File: config.mk
export PLATFORM = sky130hd
export DESIGN_NAME = positional_list_engine_top
export DESIGN_NICKNAME = d
export VERILOG_FILES = /design/src/design/ple_pkg.sv /design/src/design/ple_cell.sv /design/src/design/positional_list_engine_top.sv
export SDC_FILE = /design/constraint.sdc
export NUM_CORES = 1
export LEC_CHECK = 0
export CAP_MARGIN = 10
export CELL_PAD_IN_SITES_DETAIL_PLACEMENT = 1
export CELL_PAD_IN_SITES_GLOBAL_PLACEMENT = 2
export CORE_UTILIZATION = 45
export DETAILED_ROUTE_END_ITERATION = 8
export DONT_BUFFER_PORTS = 1
export GPL_ROUTABILITY_DRIVEN = 0
export PLACE_DENSITY = 0.95
export RECOVER_POWER = 100
export SETUP_SLACK_MARGIN = 0.2
export SLEW_MARGIN = 15
export SYNTH_ARGS = -nofsm -noshare
export SYNTH_HDL_FRONTEND = slang
export SYNTH_HIERARCHICAL = 1
export SYNTH_SLANG_ARGS = --single-unit
export TNS_END_PERCENT = 20
File: constraint.sdc
create_clock -name clk -period 22.8 [get_ports clk]
set_input_delay 1.14 -clock clk [delete_from_list [all_inputs] [get_ports clk]]
set_output_delay 1.14 -clock clk [all_outputs]
set_load 0.02 [all_outputs]
File: src/design/ple_pkg.sv
// ----------------------------------------------------------------------------
// ple_pkg
// Shared types and constants for the positional list engine.
// ----------------------------------------------------------------------------
package ple_pkg;

  localparam int unsigned DefCapacity = 16;

  localparam logic [2:0] OP_READ       = 3'd0;
  localparam logic [2:0] OP_INSERT_HD  = 3'd1;
  localparam logic [2:0] OP_INSERT_TL  = 3'd2;
  localparam logic [2:0] OP_INSERT_AT  = 3'd3;
  localparam logic [2:0] OP_DELETE_AT  = 3'd4;

  localparam logic [1:0] ST_DONE  = 2'd0;
  localparam logic [1:0] ST_RANGE = 2'd1;
  localparam logic [1:0] ST_FULL  = 2'd2;

  typedef struct packed {
    logic [2:0]         opcode;
    logic [4:0]         position;
    logic signed [31:0] item_value;
  } ple_cmd_t;

  typedef struct packed {
    logic signed [31:0] read_value;
    logic [1:0]         status;
    logic [4:0]         length;
  } ple_rsp_t;

  typedef enum logic [1:0] {
    SHIFT_HOLD,
    SHIFT_UP,
    SHIFT_DOWN
  } ple_shift_e;

  typedef struct packed {
    ple_shift_e  kind;
    logic [31:0] value;
  } ple_shift_t;

endpackage

File: src/design/ple_cell.sv
// ----------------------------------------------------------------------------
// ple_cell
// One list slot: holds an entry, takes the new value, its left neighbor
// (insert) or its right neighbor (delete) according to the broadcast
// shift command and its own index.
// ----------------------------------------------------------------------------
module ple_cell
  import ple_pkg::*;
#(
  parameter int unsigned CNT_W = 5,
  parameter int unsigned INDEX = 0
) (
  input  logic             clk,
  input  ple_shift_t       shift,
  input  logic [CNT_W-1:0] pos,
  input  logic [31:0]      left,
  input  logic [31:0]      right,
  output logic [31:0]      value
);

  localparam logic [CNT_W-1:0] Idx = CNT_W'(INDEX);

  logic [31:0] value_next;

  always_comb begin
    value_next = value;
    case (shift.kind)
      SHIFT_UP: begin
        if (Idx == pos) begin
          value_next = shift.value;
        end else if (Idx > pos) begin
          value_next = left;
        end
      end
      SHIFT_DOWN: begin
        if (Idx >= pos) begin
          value_next = right;
        end
      end
      default: value_next = value;
    endcase
  end

  always_ff @(posedge clk) begin
    value <= value_next;
  end

endmodule

File: src/design/positional_list_engine_top.sv
// ----------------------------------------------------------------------------
// positional_list_engine_top
// Ordered list of 32-bit entries kept in a row of cells; insert and delete
// shift every later cell by one place, all cells together.
// ----------------------------------------------------------------------------
//  channel | valid     | stall     | word
//  in      | cmd_valid | cmd_stall | cmd (opcode, position, item_value)
//  out     | rsp_valid | rsp_stall | rsp (read_value, status, length)
//
//  One word per cycle while cmd_stall is low; each operation finishes in the cycle it is taken,
//  set by the one-step shift across the cell row.
//  Response appears in the cycle after acceptance, from an output register.
//  cmd_stall is high only while a response is held by rsp_stall.
//  Reset clears the length; entry contents are undefined until written.
// ----------------------------------------------------------------------------
module positional_list_engine_top
  import ple_pkg::*;
#(
  parameter int unsigned CAPACITY = DefCapacity
) (
  input  logic     clk,
  input  logic     rst,
  input  logic     cmd_valid,
  output logic     cmd_stall,
  input  ple_cmd_t cmd,
  output logic     rsp_valid,
  input  logic     rsp_stall,
  output ple_rsp_t rsp
);

  localparam int unsigned CNT_W = $clog2(CAPACITY + 1);
  localparam int unsigned CMP_W = (CNT_W > 5) ? CNT_W : 5;
  localparam int unsigned RD_N  = (CAPACITY < 32) ? CAPACITY : 32;
  localparam logic [CNT_W-1:0] Full = CNT_W'(CAPACITY);

  logic             accept;
  logic [CNT_W-1:0] count;
  logic [CNT_W-1:0] count_next;
  logic [CMP_W-1:0] pos_cmp;
  logic [CMP_W-1:0] cnt_cmp;
  logic [CNT_W-1:0] shift_pos;
  ple_shift_t       shift;
  logic [31:0]      rd_data;
  logic [31:0]      cell_q [CAPACITY];
  logic             rsp_valid_next;
  ple_rsp_t         rsp_next;

  assign cmd_stall = rsp_valid & rsp_stall;
  assign accept    = cmd_valid & ~cmd_stall;
  assign pos_cmp   = CMP_W'(cmd.position);
  assign cnt_cmp   = CMP_W'(count);

  always_comb begin
    rd_data = '0;
    for (int i = 0; i < RD_N; i++) begin
      if (pos_cmp == CMP_W'(i)) begin
        rd_data = cell_q[i];
      end
    end
  end

  always_comb begin
    shift      = '{kind: SHIFT_HOLD, value: cmd.item_value};
    shift_pos  = CNT_W'(pos_cmp);
    count_next = count;
    rsp_next   = '{read_value: '0, status: ST_RANGE, length: '0};
    case (cmd.opcode)
      OP_READ: begin
        if (pos_cmp < cnt_cmp) begin
          rsp_next.read_value = rd_data;
          rsp_next.status     = ST_DONE;
        end else begin
          rsp_next.read_value = -32'sd1;
        end
      end
      OP_INSERT_HD, OP_INSERT_TL, OP_INSERT_AT: begin
        if (cmd.opcode == OP_INSERT_HD) begin
          shift_pos = '0;
        end else if (cmd.opcode == OP_INSERT_TL) begin
          shift_pos = count;
        end
        if (cmd.opcode == OP_INSERT_AT && pos_cmp > cnt_cmp) begin
          rsp_next.status = ST_RANGE;
        end else if (count == Full) begin
          rsp_next.status = ST_FULL;
        end else begin
          rsp_next.status = ST_DONE;
          shift.kind      = SHIFT_UP;
          count_next      = count + CNT_W'(1);
        end
      end
      OP_DELETE_AT: begin
        if (pos_cmp < cnt_cmp) begin
          rsp_next.status = ST_DONE;
          shift.kind      = SHIFT_DOWN;
          count_next      = count - CNT_W'(1);
        end
      end
      default: rsp_next.status = ST_RANGE;
    endcase
    rsp_next.length = 5'(count_next);
    if (!accept) begin
      shift.kind = SHIFT_HOLD;
      count_next = count;
    end
  end

  genvar g;
  generate
    for (g = 0; g < CAPACITY; g++) begin : g_cell
      logic [31:0] left;
      logic [31:0] right;
      if (g == 0) begin : g_first
        assign left = cell_q[g];
      end else begin : g_mid_l
        assign left = cell_q[g-1];
      end
      if (g == CAPACITY - 1) begin : g_last
        assign right = cell_q[g];
      end else begin : g_mid_r
        assign right = cell_q[g+1];
      end
      ple_cell #(
        .CNT_W (CNT_W),
        .INDEX (g)
      ) u_cell (
        .clk   (clk),
        .shift (shift),
        .pos   (shift_pos),
        .left  (left),
        .right (right),
        .value (cell_q[g])
      );
    end
  endgenerate

  assign rsp_valid_next = accept | (rsp_valid & rsp_stall);

  always_ff @(posedge clk) begin
    if (rst) begin
      count     <= '0;
      rsp_valid <= 1'b0;
    end else begin
      count     <= count_next;
      rsp_valid <= rsp_valid_next;
    end
  end

  always_ff @(posedge clk) begin
    if (accept) begin
      rsp <= rsp_next;
    end
  end

`ifndef ASSERT_OFF
  a_count_bound: assert property (@(posedge clk) disable iff (rst)
    count <= Full)
    else $error("list length above capacity");

  a_full_status: assert property (@(posedge clk) disable iff (rst)
    accept && rsp_next.status == ST_FULL |-> count == Full)
    else $error("full status with room left");

  a_insert_grows: assert property (@(posedge clk) disable iff (rst)
    accept && shift.kind == SHIFT_UP |=> count == $past(count) + CNT_W'(1))
    else $error("insert did not grow the list");

  a_held_rsp: assert property (@(posedge clk) disable iff (rst)
    rsp_valid && rsp_stall |=> rsp_valid && $stable(rsp) && $stable(count))
    else $error("response or length changed while stalled");
`endif

endmodule

### After elaboration in Yosys (flattened, before gate mapping)

Index checks and enable logic that the tools add are counted.

| storage, ports and cells | value |
|---|---|
| bits in latches | 0 |
| ROM bits | 0 |
| memory bits (writable) | 0 |
| logic and storage cells | 244 |
| input bits | 44 |
| flip-flop bits (word level) | 557 |
| output and inout port bits | 41 |
| memories | 0 |

| cells by class | value |
|---|---|
| equality and inequality tests | 67 |
| add/sub/neg operators | 2 |
| magnitude comparators | 32 |
| divide/modulo/power cells | 0 |
| multiplexer cells | 94 |
| multipliers | 0 |
| bitwise logic cells | 4 |
| shifts and indexed selects | 0 |
| reduce and logical (&&, ||, !) cells | 24 |

Operators by type and width:

| operator | number |
|---|---|
| $mux 32 | 63 |
| $pmux 32 s2 | 15 |
| $reduce_and 3->1 | 15 |
| $ne 3x1->1 const B | 14 |
| $eq 4x5->1 const A | 8 |
| $eq 5x4->1 const B | 8 |
| $gt 4x5->1 const A | 8 |
| $ge 4x5->1 const A | 7 |
| $ne 2x1->1 const B | 16 |
| $mux 5 | 6 |
| $eq 3x5->1 const A | 4 |
| $eq 5x3->1 const B | 4 |
| $ge 3x5->1 const A | 4 |
| $gt 3x5->1 const A | 4 |
| $eq 2x5->1 const A | 2 |
| $eq 5x2->1 const B | 2 |
| $ge 1x5->1 const A | 2 |
| $ge 2x5->1 const A | 2 |
| $gt 2x5->1 const A | 2 |
| $logic_not 5->1 | 2 |
| $pmux 5 s2 | 1 |
| $mux 2 | 4 |
| $pmux 2 s2 | 2 |
| $eq 3x2->1 const B | 2 |
| other kinds (22) | 26 |

### Longest topological paths before layout

| depth | value |
|---|---|
| depth after elaboration | 18 |
| gate-level depth with buffers | 15 |
| mapped depth without buffers | 10 |

### Hierarchy

Netlist, hierarchy kept.

Modules (own cells, without submodules):

| module | sequential area each (um2) | times used | area each (um2) | cells an instance |
|---|---|---|---|---|
| positional_list_engine_top | 1291.2 | 1 | 7158.1 | 996 |
| ple_cell (g_cell[10].u_cell) | 960.9 | 1 | 2001.9 | 190 |
| ple_cell (g_cell[6].u_cell) | 960.9 | 1 | 2001.9 | 191 |
| ple_cell (g_cell[13].u_cell) | 960.9 | 1 | 2000.7 | 188 |
| ple_cell (g_cell[14].u_cell) | 960.9 | 1 | 1998.2 | 191 |
| ple_cell (g_cell[12].u_cell) | 960.9 | 1 | 1994.4 | 190 |
| ple_cell (g_cell[8].u_cell) | 960.9 | 1 | 1991.9 | 190 |
| ple_cell (g_cell[0].u_cell) | 960.9 | 1 | 1990.7 | 188 |
| ple_cell (g_cell[7].u_cell) | 960.9 | 1 | 1988.2 | 191 |
| ple_cell (g_cell[3].u_cell) | 960.9 | 1 | 1881.8 | 192 |
| ple_cell (g_cell[11].u_cell) | 960.9 | 1 | 1854.3 | 190 |
| ple_cell (g_cell[15].u_cell) | 960.9 | 1 | 1798.0 | 191 |
| ple_cell (g_cell[9].u_cell) | 960.9 | 1 | 1781.7 | 188 |
| ple_cell (g_cell[4].u_cell) | 960.9 | 1 | 1778.0 | 188 |
| 3 more rows | n/a | n/a | n/a | n/a |

### Worst setup path after synthesis

No wires, ideal clock.

| timing path | value |
|---|---|
| path type | input port to flip-flop |
| from | input port cmd[32] (netlist bit) |
| to | register g_cell[5].u_cell.value[0] (enable) |
| slack | 12.977 ns |
| data arrival time | 9.228 ns |
| stages | 12 |
| library setup time | 0.594 ns |
| buffers on the path | 3 |
| data required time | 22.206 ns |
| cell sequence | buf_4 > inv_1 > buf_2 > buf_1 > ha_1 > nor2b_1 > o21ai_1 > a211o_1 > nand2_1 > nor2_1 > xnor2_1 > a2111oi_0 |

RTL lines:

| item | line | RTL |
|---|---|---|
| start: declaration | positional_list_engine_top.sv:25 | `input ple_cmd_t cmd,` |
| end signal: assignment | ple_cell.sv:45 | `value <= value_next;` |
| end: declaration | ple_cell.sv:18 | `output logic [31:0] value` |

==> impl_metrics.csv <==
group,metric,value,unit
grt,grt_pass1_vias,34400,
synth,synthTopCellsByCount,"551 x edfxtp_1, 546 x nand2_1, 374 x nor2_1",
cells_and_area,area_growth,4.10,%
critical_path,cp_slowest_cell,"a21oi_1",
route,dr_total_vias,35900,
route,drc,0,
timing,drv_slew,1736,
critical_path,crit_fanout,68,
timing,finalHoldViolations,0,
timing,max-slew-margin-rel,-134,%
route,ant_nets,0,
critical_path,path_class,"input pin to register",
cells_and_area,finalNetCount,3801,
placement,dp.final_hpwl,106,mm
cells_and_area,drive_above_1_share,11.5,%
grt,grt_max_degree,113,
clock_network,insertion_delay,0.63,ns
clock_network,cts_buffers,69,
placement,placed_area,37400,sq um
synth,synth.net_count,4075,
floorplan,dieArea,84600,sq um
cells_and_area,stdcell_area,39100,sq um
placement,numPortBuffers,0,
timing,setup_viol,0,
grt,antenna_found_initial,4,
timing,period_share,41.8,%
critical_path,cp-endpoint,"g_cell[1].u_cell/value[15]",
min_path,min-delay-path-class,"register to register",
clock_network,clock_path_buffers,3,
floorplan,dieHeight,291,um
critical_path,reg2regPathDepth,10,
grt,grt_first_pass_wirelength,230,mm
outcome,violations,"capacitance limit, slew limit",
grt,grt_overflow,0,
route,wl_per_cell,31.6,um
power_and_ir_drop,power_leakage,12.1,nW
synth,yosysMostFrequentCell,"edfxtp_1",
floorplan,die_w,291,um
clock_network,cts_resized,0,
critical_path,reg2reg_slack,14.38,ns
synth,yosys_most_used_dff,"edfxtp_1",
timing,finalCriticalPeriod,9.52,ns
critical_path,cp_common_cell,"clkbuf_1",
synth,netlist.area_leader.share,44.1,%
timing,max_freq,0.105,GHz
power_and_ir_drop,powerDensity,67.5,nW/um^2
synth,synth-warning-count,6,
clock_network,path_clk_slew,0.06,ns
floorplan,core-area,82400,sq um
route,drtIter0Drc,5366,
cells_and_area,fill_cells,9324,
critical_path,critPathCaptureType,"register",
synth,synth_edf_count,551,
critical_path,cp-startpoint,"cmd[32]",
clock_network,cts_tree,"yes",
floorplan,io_pins,85,
critical_path,critPathRequiredTime,22.95,ns
critical_path,cp_cell_sequence,"inv_1 -> clkbuf_1 -> ha_1 -> nor2b_1 -> o21ai_0 -> nand3_1 -> nor2_4 -> clkbuf_1 -> nand2b_2 -> clkbuf_1 -> a21oi_1",
timing,clock_skew,0.0273,ns
critical_path,max_stage_delay,2.94,ns
floorplan,rows,105,
synth,yosysTopAreaCell,"edfxtp_1",
timing,worstMarginPinSlew,3.52,ns
clock_network,post_cts_buffers,0,
synth,syn_area_per_cell,9.33,sq um
grt,grt_usage,35.3,%
critical_path,r2r_end,"g_cell[1].u_cell/value[15]",
synth,ys_seq_elements,557,
timing,hold_slack,0.578,ns
synth,synth_cells,4023,
synth,synth.area.top_cells,"edfxtp_1 44%, o211ai_2 6.9%, nand2_1 5.5%, o211ai_1 5.0%, a31oi_1 4.0%",
route,drt_pass1_iterations,7,
synth,async_flop_share,0,%
critical_path,arrival,9.68,ns
floorplan,initial_core_util,45.6,%
timing,rsz0062_at_grt,"false",
clock_network,clock_tree.root_cell,"clkbuf_16",
cells_and_area,final_util,47.4,%
clock_network,cts_hold_buf,0,
outcome,status,"finished with violations",
route,wirelength,154,mm
clock_network,cts.sinks,557,
power_and_ir_drop,irDropWorstVdd,0.0617,mV
route,viasPerCell,7.37,
timing,finalSetupTns,0,ns
clock_network,htree_levels,3,
synth,seq_area_frac_synth,44.4,%
flow_run,maxCapViolations,40,
synth,yosysUniqueCellTypes,112,
critical_path,r2r-start,"cnt_cmp[1]",
critical_path,cp-start-kind,"input pin",
synth,synthesis.area,37500,sq um
state kept, by name, indices dropped and copies added, names as in the netlist:
signal and cells:
cnt_cmp 5, g_cell.u_cell/value 512, rsp 39, rsp_valid 1
report_power, final:
part | leakage, nW | total (W) | switching (W) | internal [W]
clock | 1.05 | 0.00108 | 0.000463 | 0.000617
combinational | 5.95 | 0.000345 | 0.000252 | 0.0000931
sequential | 5.09 | 0.00121 | 0.0000400 | 0.00117
worst max-delay path: cells and delay by family:
| family | cells | cell delay (ns) |
|---|---|---|
| AND/OR/NAND/NOR | 4 | 0.69 |
| AO/OA/AOI/OAI | 2 | 3.43 |
| buffers and inverters | 4 | 4.01 |
| adder cells (fa/ha/maj) | 1 | 0.33 |
final cells by class:
cell class	count	area (sq um)	area share, %
inverter	30	113	0.288
clock inverter	26	149	0.381
antenna	1	2.50	0.00640
multi-input combinational	3001	18300	46.7
clock buffer	93	1980	5.07
tap	1070	1340	3.43
timing repair buffer	90	576	1.47
sequential	557	16700	42.6
logic make-up after synthesis:
| group | share of synthesized area, % |
|---|---|
| AOI/OAI and AO/OA | 30.8 |
| muxes | 0.290 |
| xor gates and xnor gates | 0.233 |
| buffers and inverters | 6.85 |
| DFF | 44.4 |
| and+or+nand+nor | 17.2 |
| adders and majority gates | 0.267 |
placed cells by master, fill, tap and decap left out, drive strengths merged, types with 11 or more instances in the layout:
| cell type | synthesis | routed |
|---|---|---|
| edfxtp | 551 | 551 |
| nand2 | 548 | 548 |
| o211ai | 458 | 458 |
| o21ai | 390 | 390 |
| nor2 | 385 | 385 |
| a31oi | 242 | 242 |
| nand3 | 197 | 197 |
| a21oi | 195 | 195 |
| clkbuf | 229 | 125 |
| nand4 | 73 | 73 |
| a41oi | 63 | 63 |
| buf | 203 | 58 |
| a22oi | 49 | 49 |
| o22ai | 42 | 42 |
| nand2b | 36 | 36 |
| inv | 28 | 29 |
| nor2b | 27 | 27 |
| clkinv | 2 | 25 |
| a221oi | 24 | 24 |
| nor3 | 24 | 24 |
| or3 | 17 | 17 |
| a2bb2oi | 15 | 15 |
| o221ai | 14 | 14 |
| a222oi | 13 | 13 |
| a211oi | 12 | 12 |
| or2 | 11 | 11 |
routing by layer:
metal | global-route usage [%] | vias up | wire, um
met5 | 0 | - | 47
met2 | 52.1 | 2570 | 66400
li1 | - | 15000 | -
met4 | 12.4 | 6 | 5590
met1 | 50.4 | 18000 | 63100
met3 | 8.00 | 342 | 18800
worst min path at each step:
stage                           from          to  slack, ns  cells after the start
final                     cnt_cmp[3]  cnt_cmp[3]       0.58                      1
after global routing             rst  cnt_cmp[2]       0.57                      1
after floorplan           cnt_cmp[3]  cnt_cmp[3]       0.48                      1
after CTS                        rst  cnt_cmp[2]       0.56                      1
after detailed placement  cnt_cmp[3]  cnt_cmp[3]       0.57                      1
after global placement    cnt_cmp[3]  cnt_cmp[3]       0.55                      1
through the flow:
step	instances	power (W)	setup WS (ns)
floorplan	4023	0.00147	12.98
global placement	4746	0.00155	17.71
detailed placement	4746	0.00157	17.58
CTS	4865	0.00263	18.22
global route	4867	0.00269	12.66
finish	4868	0.00264	13.28
(Power assumes the default switching activity.)
